<file path="config.mk">
export PLATFORM = sky130hd
export DESIGN_NAME = indexed_linked_list_engine
export DESIGN_NICKNAME = d
export VERILOG_FILES = /design/src/sv/ille_pkg.sv /design/src/sv/ille_datapath.sv /design/src/sv/ille_controller.sv /design/src/sv/indexed_linked_list_engine.sv
export SDC_FILE = /design/constraint.sdc
export NUM_CORES = 2
export LEC_CHECK = 0
export BUFFER_PORTS_ARGS = -buffer_cell sky130_fd_sc_hd__buf_2
export CAP_MARGIN = 40
export CORE_UTILIZATION = 50
export CTS_BUF_LIST = sky130_fd_sc_hd__clkbuf_8
export DETAILED_ROUTE_END_ITERATION = 6
export MAX_ROUTING_LAYER = met4
export PLACE_DENSITY = 0.66
export REMOVE_ABC_BUFFERS = 1
export SLEW_MARGIN = 0
export SYNTH_ARGS = -nofsm -noshare
export SYNTH_HDL_FRONTEND = slang
export SYNTH_HIERARCHICAL = 1
export SYNTH_SLANG_ARGS = --single-unit
</file>
<file path="constraint.sdc">
create_clock -name clock -period 8.16 [get_ports clock]
set_input_delay 2.448 -clock clock [delete_from_list [all_inputs] [get_ports clock]]
set_output_delay 2.448 -clock clock [all_outputs]
set_load 0.01 [all_outputs]
</file>
<file path="src/sv/ille_pkg.sv">
package ille_pkg;

   localparam int CAPACITY   = 64;
   localparam int DATA_WIDTH = 32;
   localparam int IW         = $clog2(CAPACITY + 1);

   localparam logic [IW-1:0] HEAD_ID = IW'(0);

   // Command codes.
   localparam logic [2:0] CMD_INS_FRONT = 3'd0;
   localparam logic [2:0] CMD_INS_POS   = 3'd1;
   localparam logic [2:0] CMD_DEL_POS   = 3'd2;
   localparam logic [2:0] CMD_INS_SLOT  = 3'd3;
   localparam logic [2:0] CMD_DEL_SLOT  = 3'd4;

   // Status codes.
   localparam logic [2:0] ST_OK   = 3'd0;
   localparam logic [2:0] ST_FULL = 3'd1;
   localparam logic [2:0] ST_POS  = 3'd2;
   localparam logic [2:0] ST_SENT = 3'd3;
   localparam logic [2:0] ST_SLOT = 3'd4;

   // Datapath micro-operations.
   localparam logic [4:0] OP_IDLE  = 5'd0;
   localparam logic [4:0] OP_CLR   = 5'd1;
   localparam logic [4:0] OP_LATCH = 5'd2;
   localparam logic [4:0] OP_DEC   = 5'd3;
   localparam logic [4:0] OP_W0    = 5'd4;
   localparam logic [4:0] OP_W1    = 5'd5;
   localparam logic [4:0] OP_WEND  = 5'd6;
   localparam logic [4:0] OP_D1    = 5'd7;
   localparam logic [4:0] OP_TF0   = 5'd8;
   localparam logic [4:0] OP_TF1   = 5'd9;
   localparam logic [4:0] OP_TS0   = 5'd10;
   localparam logic [4:0] OP_TS1   = 5'd11;
   localparam logic [4:0] OP_ENG   = 5'd12;
   localparam logic [4:0] OP_AT    = 5'd13;
   localparam logic [4:0] OP_LA0   = 5'd14;
   localparam logic [4:0] OP_LA1   = 5'd15;
   localparam logic [4:0] OP_LA2   = 5'd16;
   localparam logic [4:0] OP_VR0   = 5'd17;
   localparam logic [4:0] OP_VR1   = 5'd18;
   localparam logic [4:0] OP_UL0   = 5'd19;
   localparam logic [4:0] OP_UL1   = 5'd20;
   localparam logic [4:0] OP_FREE  = 5'd21;
   localparam logic [4:0] OP_FP0   = 5'd22;
   localparam logic [4:0] OP_FP1   = 5'd23;
   localparam logic [4:0] OP_FIN   = 5'd24;

   // Routes chosen at decode.
   localparam logic [2:0] RT_ERR    = 3'd0;
   localparam logic [2:0] RT_TF     = 3'd1;
   localparam logic [2:0] RT_TS     = 3'd2;
   localparam logic [2:0] RT_WALK   = 3'd3;
   localparam logic [2:0] RT_VREAD  = 3'd4;
   localparam logic [2:0] RT_UNLINK = 3'd5;

   // Where a new node is linked in.
   localparam logic [1:0] MODE_KEEP = 2'd0;
   localparam logic [1:0] MODE_HEAD = 2'd1;
   localparam logic [1:0] MODE_TAIL = 2'd2;

   typedef struct packed {
      logic [2:0]            cmd;
      logic [6:0]            position;
      logic [6:0]            slot;
      logic [DATA_WIDTH-1:0] value;
   } req_type;

   typedef struct packed {
      logic [2:0] status;
      logic [6:0] slot_used;
      logic [6:0] count;
   } rsp_type;

   typedef struct packed {
      logic [4:0] op;
      logic       fin;
   } ctl_type;

   typedef struct packed {
      logic [2:0] route;
      logic       single;
      logic       pos_zero;
      logic       k_one;
      logic       cur_zero;
      logic       fh_zero;
      logic       clr_last;
      logic       is_del;
   } sts_type;

endpackage

</file>
<file path="src/sv/ille_datapath.sv">
module ille_datapath (
   input  logic             clock,
   input  logic             reset,
   input  ille_pkg::req_type req_data,
   input  ille_pkg::ctl_type ctl,
   output ille_pkg::sts_type sts,
   output ille_pkg::rsp_type rsp_data
);
   import ille_pkg::*;

   logic [IW-1:0]         next_mem [0:CAPACITY];
   logic [IW-1:0]         prev_mem [0:CAPACITY];
   logic [DATA_WIDTH-1:0] val_mem  [0:CAPACITY];

   logic [2:0]            cmd_ff;
   logic [IW-1:0]         pos_ff, slot_ff;
   logic [DATA_WIDTH-1:0] val_ff, x_ff, vq_ff;
   logic [IW-1:0]         fh_ff, cnt_ff, cur_ff, k_ff, e_ff, at_ff, old_ff, used_ff, clr_ff;
   logic [IW-1:0]         nq_ff, pq_ff;
   logic [CAPACITY:0]     eng_ff;
   logic [1:0]            mode_ff;
   logic [2:0]            status_ff;

   logic [IW-1:0]         rd_addr;
   logic                  nwe, pwe, vwe;
   logic [IW-1:0]         nwa, nwd, pwa, pwd, vwa;
   logic [DATA_WIDTH-1:0] vwd;

   logic                  full, slot_big, slot_eng;
   logic [2:0]            dec_status, dec_route;
   logic [1:0]            dec_mode;

   // Decode of the latched request against the current list state.
   always_comb begin
      full       = cnt_ff >= IW'(CAPACITY);
      slot_big   = slot_ff > IW'(CAPACITY);
      slot_eng   = !slot_big && eng_ff[slot_ff];
      dec_status = ST_OK;
      dec_route  = RT_ERR;
      dec_mode   = MODE_KEEP;
      unique case (cmd_ff)
         CMD_INS_FRONT: begin
            if (full) dec_status = ST_FULL;
            else begin
               dec_route = RT_TF;
               dec_mode  = MODE_HEAD;
            end
         end
         CMD_INS_POS: begin
            if (full) dec_status = ST_FULL;
            else if ({1'b0, pos_ff} > ({1'b0, cnt_ff} + (IW+1)'(1))) dec_status = ST_POS;
            else dec_route = RT_WALK;
         end
         CMD_DEL_POS: begin
            if (pos_ff > cnt_ff) dec_status = ST_POS;
            else dec_route = RT_WALK;
         end
         CMD_INS_SLOT: begin
            if (slot_ff == HEAD_ID) dec_status = ST_SENT;
            else if (slot_big) dec_status = ST_SLOT;
            else if (!slot_eng) begin
               dec_route = RT_TS;
               dec_mode  = MODE_TAIL;
            end else if (full) dec_status = ST_FULL;
            else begin
               dec_route = RT_VREAD;
               dec_mode  = MODE_HEAD;
            end
         end
         CMD_DEL_SLOT: begin
            if (slot_ff == HEAD_ID) dec_status = ST_SENT;
            else if (!slot_eng) dec_status = ST_SLOT;
            else dec_route = RT_UNLINK;
         end
         default: dec_status = ST_POS;
      endcase
   end

   always_comb begin
      sts.route    = dec_route;
      sts.single   = nq_ff == fh_ff;
      sts.pos_zero = pos_ff == IW'(0);
      sts.k_one    = k_ff == IW'(1);
      sts.cur_zero = cur_ff == HEAD_ID;
      sts.fh_zero  = fh_ff == HEAD_ID;
      sts.clr_last = clr_ff == IW'(CAPACITY);
      sts.is_del   = cmd_ff == CMD_DEL_POS;
   end

   // Link memory read address.
   always_comb begin
      unique case (ctl.op)
         OP_W0, OP_ENG:  rd_addr = HEAD_ID;
         OP_W1, OP_TF1:  rd_addr = nq_ff;
         OP_WEND:        rd_addr = cur_ff;
         OP_TF0, OP_FP0: rd_addr = fh_ff;
         OP_LA0:         rd_addr = at_ff;
         default:        rd_addr = e_ff;
      endcase
   end

   // Memory write ports.
   always_comb begin
      nwe = 1'b0; nwa = e_ff; nwd = e_ff;
      pwe = 1'b0; pwa = e_ff; pwd = e_ff;
      vwe = 1'b0; vwa = e_ff; vwd = x_ff;
      unique case (ctl.op)
         OP_CLR: begin
            nwe = 1'b1; nwa = clr_ff;
            pwe = 1'b1; pwa = clr_ff;
            if (clr_ff == HEAD_ID) begin
               nwd = HEAD_ID;
               pwd = HEAD_ID;
            end else begin
               nwd = (clr_ff == IW'(CAPACITY)) ? IW'(1) : clr_ff + IW'(1);
               pwd = (clr_ff == IW'(1)) ? IW'(CAPACITY) : clr_ff - IW'(1);
            end
         end
         OP_TS1, OP_UL1: begin
            if (ctl.op == OP_UL1 || nq_ff != e_ff) begin
               nwe = 1'b1; nwa = pq_ff; nwd = nq_ff;
               pwe = 1'b1; pwa = nq_ff; pwd = pq_ff;
            end
         end
         OP_LA1: begin
            nwe = 1'b1; nwa = at_ff; nwd = e_ff;
            pwe = 1'b1; pwa = e_ff;  pwd = at_ff;
         end
         OP_LA2: begin
            nwe = 1'b1; nwa = e_ff;   nwd = old_ff;
            pwe = 1'b1; pwa = old_ff; pwd = e_ff;
         end
         OP_FP0: begin
            if (fh_ff == HEAD_ID) begin
               nwe = 1'b1;
               pwe = 1'b1;
            end
         end
         OP_ENG: vwe = 1'b1;
         OP_VR1: begin
            vwe = 1'b1; vwa = slot_ff; vwd = val_ff;
         end
         default: ;
      endcase
   end

   always_ff @(posedge clock) begin
      if (nwe) next_mem[nwa] <= nwd;
      if (pwe) prev_mem[pwa] <= pwd;
      if (vwe) val_mem[vwa] <= vwd;
      nq_ff <= next_mem[rd_addr];
      pq_ff <= prev_mem[rd_addr];
      vq_ff <= val_mem[slot_ff];
   end

   always_ff @(posedge clock) begin
      if (reset) begin
         fh_ff  <= IW'(1);
         cnt_ff <= '0;
         eng_ff <= '0;
         clr_ff <= '0;
      end else begin
         unique case (ctl.op)
            OP_CLR: clr_ff <= clr_ff + IW'(1);
            OP_LATCH: begin
               cmd_ff  <= req_data.cmd;
               pos_ff  <= req_data.position;
               slot_ff <= req_data.slot;
               val_ff  <= req_data.value;
            end
            OP_DEC: begin
               status_ff <= dec_status;
               used_ff   <= '0;
               e_ff      <= slot_ff;
               x_ff      <= val_ff;
               mode_ff   <= dec_mode;
            end
            OP_W0: begin
               cur_ff <= HEAD_ID;
               k_ff   <= pos_ff;
            end
            OP_W1: begin
               cur_ff <= nq_ff;
               k_ff   <= k_ff - IW'(1);
            end
            OP_WEND: begin
               e_ff <= cur_ff;
               if (cmd_ff == CMD_DEL_POS && cur_ff == HEAD_ID) status_ff <= ST_SENT;
            end
            OP_D1, OP_FP1: at_ff <= pq_ff;
            OP_TF1: begin
               if (nq_ff == fh_ff) begin
                  e_ff  <= fh_ff;
                  fh_ff <= HEAD_ID;
               end else e_ff <= nq_ff;
            end
            OP_TS1: begin
               if (nq_ff == e_ff) fh_ff <= HEAD_ID;
               else if (e_ff == fh_ff) fh_ff <= nq_ff;
            end
            OP_ENG: begin
               eng_ff[e_ff] <= 1'b1;
               cnt_ff       <= cnt_ff + IW'(1);
               used_ff      <= e_ff;
            end
            OP_AT: begin
               if (mode_ff == MODE_HEAD) at_ff <= HEAD_ID;
               else if (mode_ff == MODE_TAIL) at_ff <= pq_ff;
            end
            OP_LA1: old_ff <= nq_ff;
            OP_VR1: x_ff <= vq_ff;
            OP_FREE: begin
               eng_ff[e_ff] <= 1'b0;
               cnt_ff       <= cnt_ff - IW'(1);
               used_ff      <= e_ff;
            end
            OP_FP0: if (fh_ff == HEAD_ID) fh_ff <= e_ff;
            default: ;
         endcase
      end
   end

   assign rsp_data.status    = status_ff;
   assign rsp_data.slot_used = used_ff;
   assign rsp_data.count     = cnt_ff;

endmodule

</file>
<file path="src/sv/ille_controller.sv">
module ille_controller (
   input  logic              clock,
   input  logic              reset,
   input  logic              start,
   input  ille_pkg::sts_type sts,
   output ille_pkg::ctl_type ctl,
   output logic              busy
);
   import ille_pkg::*;

   localparam logic [4:0] S_IDLE = OP_IDLE;
   localparam logic [4:0] S_CLR  = OP_CLR;
   localparam logic [4:0] S_DEC  = OP_DEC;
   localparam logic [4:0] S_W0   = OP_W0;
   localparam logic [4:0] S_W1   = OP_W1;
   localparam logic [4:0] S_WEND = OP_WEND;
   localparam logic [4:0] S_D1   = OP_D1;
   localparam logic [4:0] S_TF0  = OP_TF0;
   localparam logic [4:0] S_TF1  = OP_TF1;
   localparam logic [4:0] S_TS0  = OP_TS0;
   localparam logic [4:0] S_TS1  = OP_TS1;
   localparam logic [4:0] S_ENG  = OP_ENG;
   localparam logic [4:0] S_AT   = OP_AT;
   localparam logic [4:0] S_LA0  = OP_LA0;
   localparam logic [4:0] S_LA1  = OP_LA1;
   localparam logic [4:0] S_LA2  = OP_LA2;
   localparam logic [4:0] S_VR0  = OP_VR0;
   localparam logic [4:0] S_VR1  = OP_VR1;
   localparam logic [4:0] S_UL0  = OP_UL0;
   localparam logic [4:0] S_UL1  = OP_UL1;
   localparam logic [4:0] S_FREE = OP_FREE;
   localparam logic [4:0] S_FP0  = OP_FP0;
   localparam logic [4:0] S_FP1  = OP_FP1;
   localparam logic [4:0] S_FIN  = OP_FIN;

   logic [4:0] state_ff, state_in;

   always_comb begin
      state_in = state_ff;
      unique case (state_ff)
         S_CLR:  if (sts.clr_last) state_in = S_IDLE;
         S_IDLE: if (start) state_in = S_DEC;
         S_DEC: begin
            unique case (sts.route)
               RT_TF:     state_in = S_TF0;
               RT_TS:     state_in = S_TS0;
               RT_WALK:   state_in = S_W0;
               RT_VREAD:  state_in = S_VR0;
               RT_UNLINK: state_in = S_UL0;
               default:   state_in = S_FIN;
            endcase
         end
         S_W0:   state_in = sts.pos_zero ? S_WEND : S_W1;
         S_W1:   if (sts.k_one) state_in = S_WEND;
         S_WEND: begin
            if (!sts.is_del) state_in = S_D1;
            else if (sts.cur_zero) state_in = S_FIN;
            else state_in = S_UL0;
         end
         S_D1:   state_in = S_TF0;
         S_TF0:  state_in = S_TF1;
         S_TF1:  state_in = sts.single ? S_ENG : S_TS1;
         S_TS0:  state_in = S_TS1;
         S_TS1:  state_in = S_ENG;
         S_ENG:  state_in = S_AT;
         S_AT:   state_in = S_LA0;
         S_LA0:  state_in = S_LA1;
         S_LA1:  state_in = S_LA2;
         S_LA2:  state_in = S_FIN;
         S_VR0:  state_in = S_VR1;
         S_VR1:  state_in = S_TF0;
         S_UL0:  state_in = S_UL1;
         S_UL1:  state_in = S_FREE;
         S_FREE: state_in = S_FP0;
         S_FP0:  state_in = sts.fh_zero ? S_FIN : S_FP1;
         S_FP1:  state_in = S_LA0;
         S_FIN:  state_in = S_IDLE;
         default: state_in = S_IDLE;
      endcase
   end

   always_ff @(posedge clock) begin
      if (reset) state_ff <= S_CLR;
      else state_ff <= state_in;
   end

   assign ctl.op  = (state_ff == S_IDLE && start) ? OP_LATCH : state_ff;
   assign ctl.fin = state_ff == S_FIN;
   assign busy    = state_ff != S_IDLE;

endmodule

</file>
<file path="src/sv/indexed_linked_list_engine.sv">
// A request refused at decode goes from decode straight to the response; front and slot
// commands run a short routine, and position commands first walk the list link by link;
// a walk covers at most 64 links.
// Requests: one at a time; busy stays high through the response cycle, so the next
// request can be taken in the cycle after it. The receiver cannot stall.
// Reset: the link memories are then rebuilt by a pass over all 65 slots, one slot per cycle, busy high.
module indexed_linked_list_engine (
   input  logic              clock,
   input  logic              reset,
   input  logic              start,
   output logic              busy,
   input  ille_pkg::req_type req_data,
   output logic              rsp_valid,
   output ille_pkg::rsp_type rsp_data
);
   import ille_pkg::*;

   // The controller sequences each request as a series of micro-operations: a decode that
   // rejects bad requests before any slot is taken, a walk that follows one next link per
   // cycle through the registered read of the link memory, and short routines that take a
   // slot from the free ring, splice a node in after another, or unlink a node and return it
   // to the free ring. The datapath holds the link and data memories and all list registers.
   ctl_type ctl;
   sts_type sts;

   ille_controller u_ctrl (
      .clock (clock),
      .reset (reset),
      .start (start),
      .sts   (sts),
      .ctl   (ctl),
      .busy  (busy)
   );

   ille_datapath u_dp (
      .clock    (clock),
      .reset    (reset),
      .req_data (req_data),
      .ctl      (ctl),
      .sts      (sts),
      .rsp_data (rsp_data)
   );

   // The result registers are stable throughout the final state, so the strobe alone marks it.
   assign rsp_valid = ctl.fin;

endmodule
</file>
=== Yosys cells after proc, flatten, opt, wreduce, memory -nomap -nowiden ===
Memory sizes are Yosys's and may differ from the RTL's. A register that Yosys moved wholly into a read port is not among the register bits.
Index checks and enable logic that the tools add are counted.

* Register bits: 155
* Memory bits (writable): 910
* Bits of input ports: 52
* Output and inout port bits: 19
* Logic and storage cells: 217
* Memories: 2

* Equality and inequality tests: 68
* Bitwise logic cells: 4
* Reduce and logical (&&, ||, !) cells: 40
* Muxes and demuxes: 74
* $add $sub $neg: 6
* $lt $le $gt $ge: 7

{| class="wikitable"
|+ Memory list
! name !! words !! bits a word !! rd ports !! clocked after Yosys merged registers in !! write ports !! RTL line !! text
|-
| u_dp.next_mem || 65 || 7 || 1 || 1 || 1 || ille_datapath.sv:11 || <nowiki>logic [IW-1:0] next_mem [0:CAPACITY];</nowiki>
|-
| u_dp.prev_mem || 65 || 7 || 1 || 1 || 1 || ille_datapath.sv:12 || <nowiki>logic [IW-1:0] prev_mem [0:CAPACITY];</nowiki>
|}

{| class="wikitable"
|+ Operators by type and width
! cell !! number
|-
| one-hot mux 65 bit (2 select lines) || 1
|-
| one-hot mux 7 bit (3 select lines) || 6
|-
| one-hot mux 5 bit (21 select lines) || 1
|-
| two-way mux 7 bit || 13
|-
| equality test 5 x 4 -> 1 bit, second input constant || 15
|-
| equality test 5 bit, second input constant || 14
|-
| one-hot mux 7 bit (2 select lines) || 5
|-
| AND 65 bit || 1
|-
| inverter 65 bit || 1
|-
| bitwise OR 65 bit || 1
|-
| two-way mux 3 bit || 15
|-
| equality test 5 x 3 -> 1 bit, second input constant || 8
|-
| logical NOT 7 bit || 5
|-
| one-hot mux 7 bit (5 select lines) || 1
|-
| one-hot mux 3 bit (5 select lines) || 2
|-
| two-way mux 5 bit || 5
|-
| one-hot mux 5 bit (5 select lines) || 1
|-
| equality test 7 bit || 3
|-
| subtractor 7 x 1 -> 7 bit, second input constant || 3
|-
| less-than comparator 7 x 8 -> 1 bit, second input constant || 2
|-
| two-way mux 2 bit || 8
|-
| OR reduction 2 bit || 8
|-
| equality test 5 x 2 -> 1 bit, second input constant || 3
|-
| adder 7 x 1 -> 7 bit, second input constant || 2
|-
| other kinds (38) || 75
|}

=== Depth between registers and ports, before layout ===
* Depth in word-level cells: 10
* Depth in mapped cells: 21
* Depth with buffers taken out: 19

=== Hierarchy ===
Netlist, hierarchy kept.

{| class="wikitable"
|+ Modules (own cells, without submodules)
! module !! cells each !! area each (µm²) !! instances !! sequential area each (µm²)
|-
| ille_datapath || 3758 || 45965.3 || 1 || 31250.0
|-
| ille_controller || 99 || 714.4 || 1 || 100.1
|}

=== Worst setup path after synthesis ===
No wires, ideal clock.

* Path kind: in2reg
* From: input start
* To: memory u_dp/prev_mem[0][0] (netlist bit) (data pin)
* Path slack: 1675 ps
* Path buffers: 3
* Required time: 7607 ps
* Library setup time: 553 ps
* Arrival time: 5932 ps
* Cell stages on the path: 11
* Path through: a31o_2 -> buf_2 -> buf_2 -> inv_1 -> nand2_1 -> nor2_1 -> clkbuf_1 -> o21ai_0 -> a31oi_1 -> nand2_1 -> a21oi_1

* Longest elaborated chain between the ends: 6
* Elaborated cells on any way between the ends: 10
* Those cells by class: eq/ne (4); mux (3); reduce/logical (3)

{| class="wikitable"
|+ RTL lines
! element !! RTL line !! text
|-
| start: declaration || indexed_linked_list_engine.sv:10 || <nowiki>input logic start,</nowiki>
|-
| logical AND 1 bit * || ille_controller.sv:87 || <nowiki>assign ctl.op = (state_ff == S_IDLE && start) ? OP_LATCH : state_ff;</nowiki>
|-
| two-way mux 5 bit * || ille_controller.sv:87 ||
|-
| equality test 5 bit || ille_datapath.sv:107, ille_datapath.sv:120 ||
|-
| logical OR 1 bit || ille_datapath.sv:120 || <nowiki>if (ctl.op == OP_UL1 || nq_ff != e_ff) begin</nowiki>
|-
| two-way mux 7 bit || ille_datapath.sv:120 ||
|-
| one-hot mux 7 bit (3 select lines) * || ille_datapath.sv:107 || <nowiki>unique case (ctl.op)</nowiki>
|-
| named net u_dp.pwd[0] || ille_datapath.sv:26 || <nowiki>logic [IW-1:0] nwa, nwd, pwa, pwd, vwa;</nowiki>
|-
| end: declaration || ille_datapath.sv:12 ||
|}

The timed path passes the listed nets; every way through them passes the cells marked *.

==> summary.md <==
| Metric | Value |
|---|---|
| # DRC | 0 |
| First-pass GRT wire length | 184000 um |
| Buffers from clock root to sink, at most | 3 |
| Critical path data arrival time | 6980 ps |
| Initial core utilization | 50.7% |
| CP max FO | 23 |
| Clk_lat worst skew | 850 ps |
| Vias in the first global route | 29991 |
| Tightest Pin Transition | 921 ps |
| Initial antenna violation count | 2 |
| Multi-input combinational cell area | 0.0142 mm^2 |
| Top routing layer used | met4 |
| Clock slew at reported path FFs | 60 ps |
| Power per cell area | 332 mW/mm^2 |
| Synth Register Bits | 1079 |
| Global placer's final weighted congestion | 0.925 |
| Placement Rows | 111 |
| Final setup fails | 0 |
| Psw | 0.00602 W |
| Unrepaired setup endpoints after global routing | false |
| LEAKAGE | 17.8 nW |
| Register area share after synthesis | 67.2% |
| Layout cells sized above 1 | 11.5% |
| DIE AREA | 0.0946 mm^2 |
| Largest net degree at the start of global routing | 113 |
| Sink Count | 1079 |
| Slew HR | 38.2% |
| Synthesized area | 0.0467 mm^2 |
| R2R Setup Slk | 2590 ps |
| Area Growth Syn to Fin | 11.2% |
| Fill count | 7528 |
| Core area | 0.0921 mm^2 |
| Largest area contributor in the netlist | edfxtp_1 |
| Max-slew violations | 0 |
| Placed Instance Area | 0.0486 mm^2 |
| Ranking of synthesized cells by area | edfxtp_1 63%, nand2_1 6.0%, dfxtp_1 4.5% |
| Synth Flop Type | edfxtp_1 |
| TritonCTS clock tree | yes |
| Wire per inst | 22.8 um |
| Vias/cell | 5.98 |
| Chip width | 308 um |
| Switching Fraction | 34.9% |
| TritonRoute pass-1 iters | 5 |
| Hold buffer count at CTS | 0 |
| # port buffers | 38 |
| Average size of a mapped cell | 12.1 um^2 |
| Gate count of the mapped netlist | 3857 |
| Fin. Hold Viols | 0 |
| Clk network pwr share | 25.5% |
| Met2 Routed Length | 56600 um |
| Die height | 308 um |
| Final instance area | 0.0519 mm^2 |
| Period utilization | 77.0% |
| Seq pwr share | 47.1% |
| Crit Path Category | input pin to flop |
| M1 WL | 50400 um |
| Peak ir drop on the vdd network | 331 uV |
| CP startpoint kind | input pin |
| Top-area cell type share of the netlist area | 62.7% |
| Distinct cells, synth | 97 |
| WHS | 456 ps |
| Post-synth EDFFs | 974 |
| HPWL after DPL | 75000 um |
| Clock root buffer | clkbuf_8 |
| Tmin final | 6280 ps |
| Starting DRT DRC Count | 3613 |
| FMAX | 0.159 GHz |
| Clock skew | 45.9 ps |
| Met3 routed WL | 10800 um |
| Combinational power share | 27.4% |
| Max-Cap Viols | 0 |
| Status | completed |
| Register area | 0.0314 mm^2 |
| Number of top-level pins | 71 |
| Data required time at the worst endpoint | 8850 ps |
| Power Total | 0.0172 W |
| Routed Antenna Nets | 0 |
| WL final | 121000 um |
| Postcts setup bufs | 0 |
| CP Capture Type | flop |
| Vias | 31808 |
| H-Tree Depth | 4 |
| Nets@finish | 4018 |
| GRT overflow | 0 |
| Num CTS Buffers | 177 |
| Post-cts repair resize count | 0 |
| Internal power | 0.0112 W |
| Ys async rst share | 0% |
| Gr usage total | 26.5% |
| Yosys warnings | 6 |
| Hold Crit Class | flop to flop |
| Setup TNS | 0 ps |
## per-layer routing
metal / up-vias / global-route usage [%]
met5: - / -
met2: 1454 / 40.1
li1: 14548 / -
met4: 0 / 9.01
met1: 15559 / 35.9
met3: 247 / 5.11
## cell families after synthesis
logic type               synth area share, %
flip-flops                              67.2
AND/OR/NAND/NOR                         15.9
adder cells (fa/ha/maj)                0.820
XOR/XNOR                                1.03
multiplexers                            2.64
buffers and inverters                   2.90
AO/OA/AOI/OAI                           9.55
## critical path, stage by stage
cell and delay [ps]:
buf_2 110, a31o_2 470, nor2_2 180, a2111oi_2 760, a211oi_1 140, a211oi_2 800, nand3_1 740, a211oi_1 440
nor3_1 110, a32oi_1 570, o41ai_1 160
## power by group through the flow
stage          clock network, W  registers, W  logic, W
3_3_place_gp                  0       0.00824   0.00436
3_5_place_dp                  0       0.00823   0.00466
2_1_floorplan                 0       0.00836   0.00241
4_1_cts                 0.00448       0.00812   0.00467
6_report                0.00439       0.00813   0.00472
5_1_grt                 0.00472       0.00815   0.00501
## through the flow
stage | util, % | worst slack [ps] | instances
global route | 56.4 | 1840 | 5322
finish | 56.4 | 1880 | 5323
CTS | 56.4 | 2110 | 5318
detailed placement | 52.8 | 1180 | 4998
floorplan | - | -4040 | 3594
global placement | 52.3 | 1170 | 4964
## worst paths after layout
path,start,to,depth (start not counted)
min reg2reg,u_dp/next_mem[64][6],u_dp/nq_ff[6],2
min,u_dp/next_mem[64][6],u_dp/nq_ff[6],2
max,start,u_dp/pq_ff[1],11
max reg2reg,u_ctrl/state_ff[1],u_dp/pq_ff[1],11
## cell type report
cell class              instances  share of cell area, %
clock buffers                 184                   4.88
clock inverters               136                   1.43
diodes                          3                 0.0145
repair buffers                163                   2.62
multi-input cells            2478                   27.4
flip-flops and latches       1079                   60.4
inverters                      37                  0.268
well taps                    1243                   3.00
## synthesized netlist by cell type, drive strengths merged (7+ instances only)
library cell	number
mux4	21
mux2	7
a32oi	26
nor3b	9
inv	36
nor2	383
nor2b	23
xor2	26
mux2i	68
a311oi	92
nand4	50
a221oi	15
o21a	9
nor3	101
dfxtp	105
a22oi	12
a21o	16
ha	29
o21ai	28
xnor2	28
a211oi	48
edfxtp	974
a31oi	50
nor4	17
and2	42
and3	64
nand2	752
o211ai	18
buf	140
a211o	8
a2111oi	16
o41ai	15
or3	16
nand3	165
a21oi	184
o22ai	31
o31ai	19
clkbuf	123
nand2b	16
## placed cells by master, fill, tap and decap left out, types with 21 or more instances in the layout
cell,netlist,routed
edfxtp_1,974,974
nand2_1,748,748
nor2_1,382,382
clkbuf_8,0,184
a21oi_1,181,170
nand3_1,164,164
inv_1,36,108
dfxtp_1,105,104
nor3_1,100,94
buf_4,21,91
a311oi_1,91,91
mux2i_1,68,68
and3_1,64,64
a31oi_1,50,50
nand4_1,50,50
buf_2,84,45
a211oi_1,45,45
and2_1,42,42
clkinv_1,1,33
o22ai_1,31,31
ha_1,29,29
xnor2_1,28,28
o21ai_0,27,27
a32oi_1,26,26
xor2_1,25,25
nor2b_1,23,23
mux4_2,21,21
## registers in the layout (all words and copies together), names as in the netlist, 3 cells and up, named ones only
register         flops
u_dp/e_ff            7
u_dp/pq_ff           7
u_dp/at_ff           7
u_dp/next_mem      455
u_dp/prev_mem      455
u_dp/slot_ff         7
u_ctrl/state_ff      5
u_dp/cnt_ff          7
u_dp/old_ff          7
u_dp/cmd_ff          3
u_dp/pos_ff          7
u_dp/fh_ff           7
u_dp/status_ff       3
u_dp/used_ff         7
u_dp/k_ff            7
u_dp/nq_ff           7
u_dp/cur_ff          7
u_dp/clr_ff          7
(Power assumes the default switching activity.)
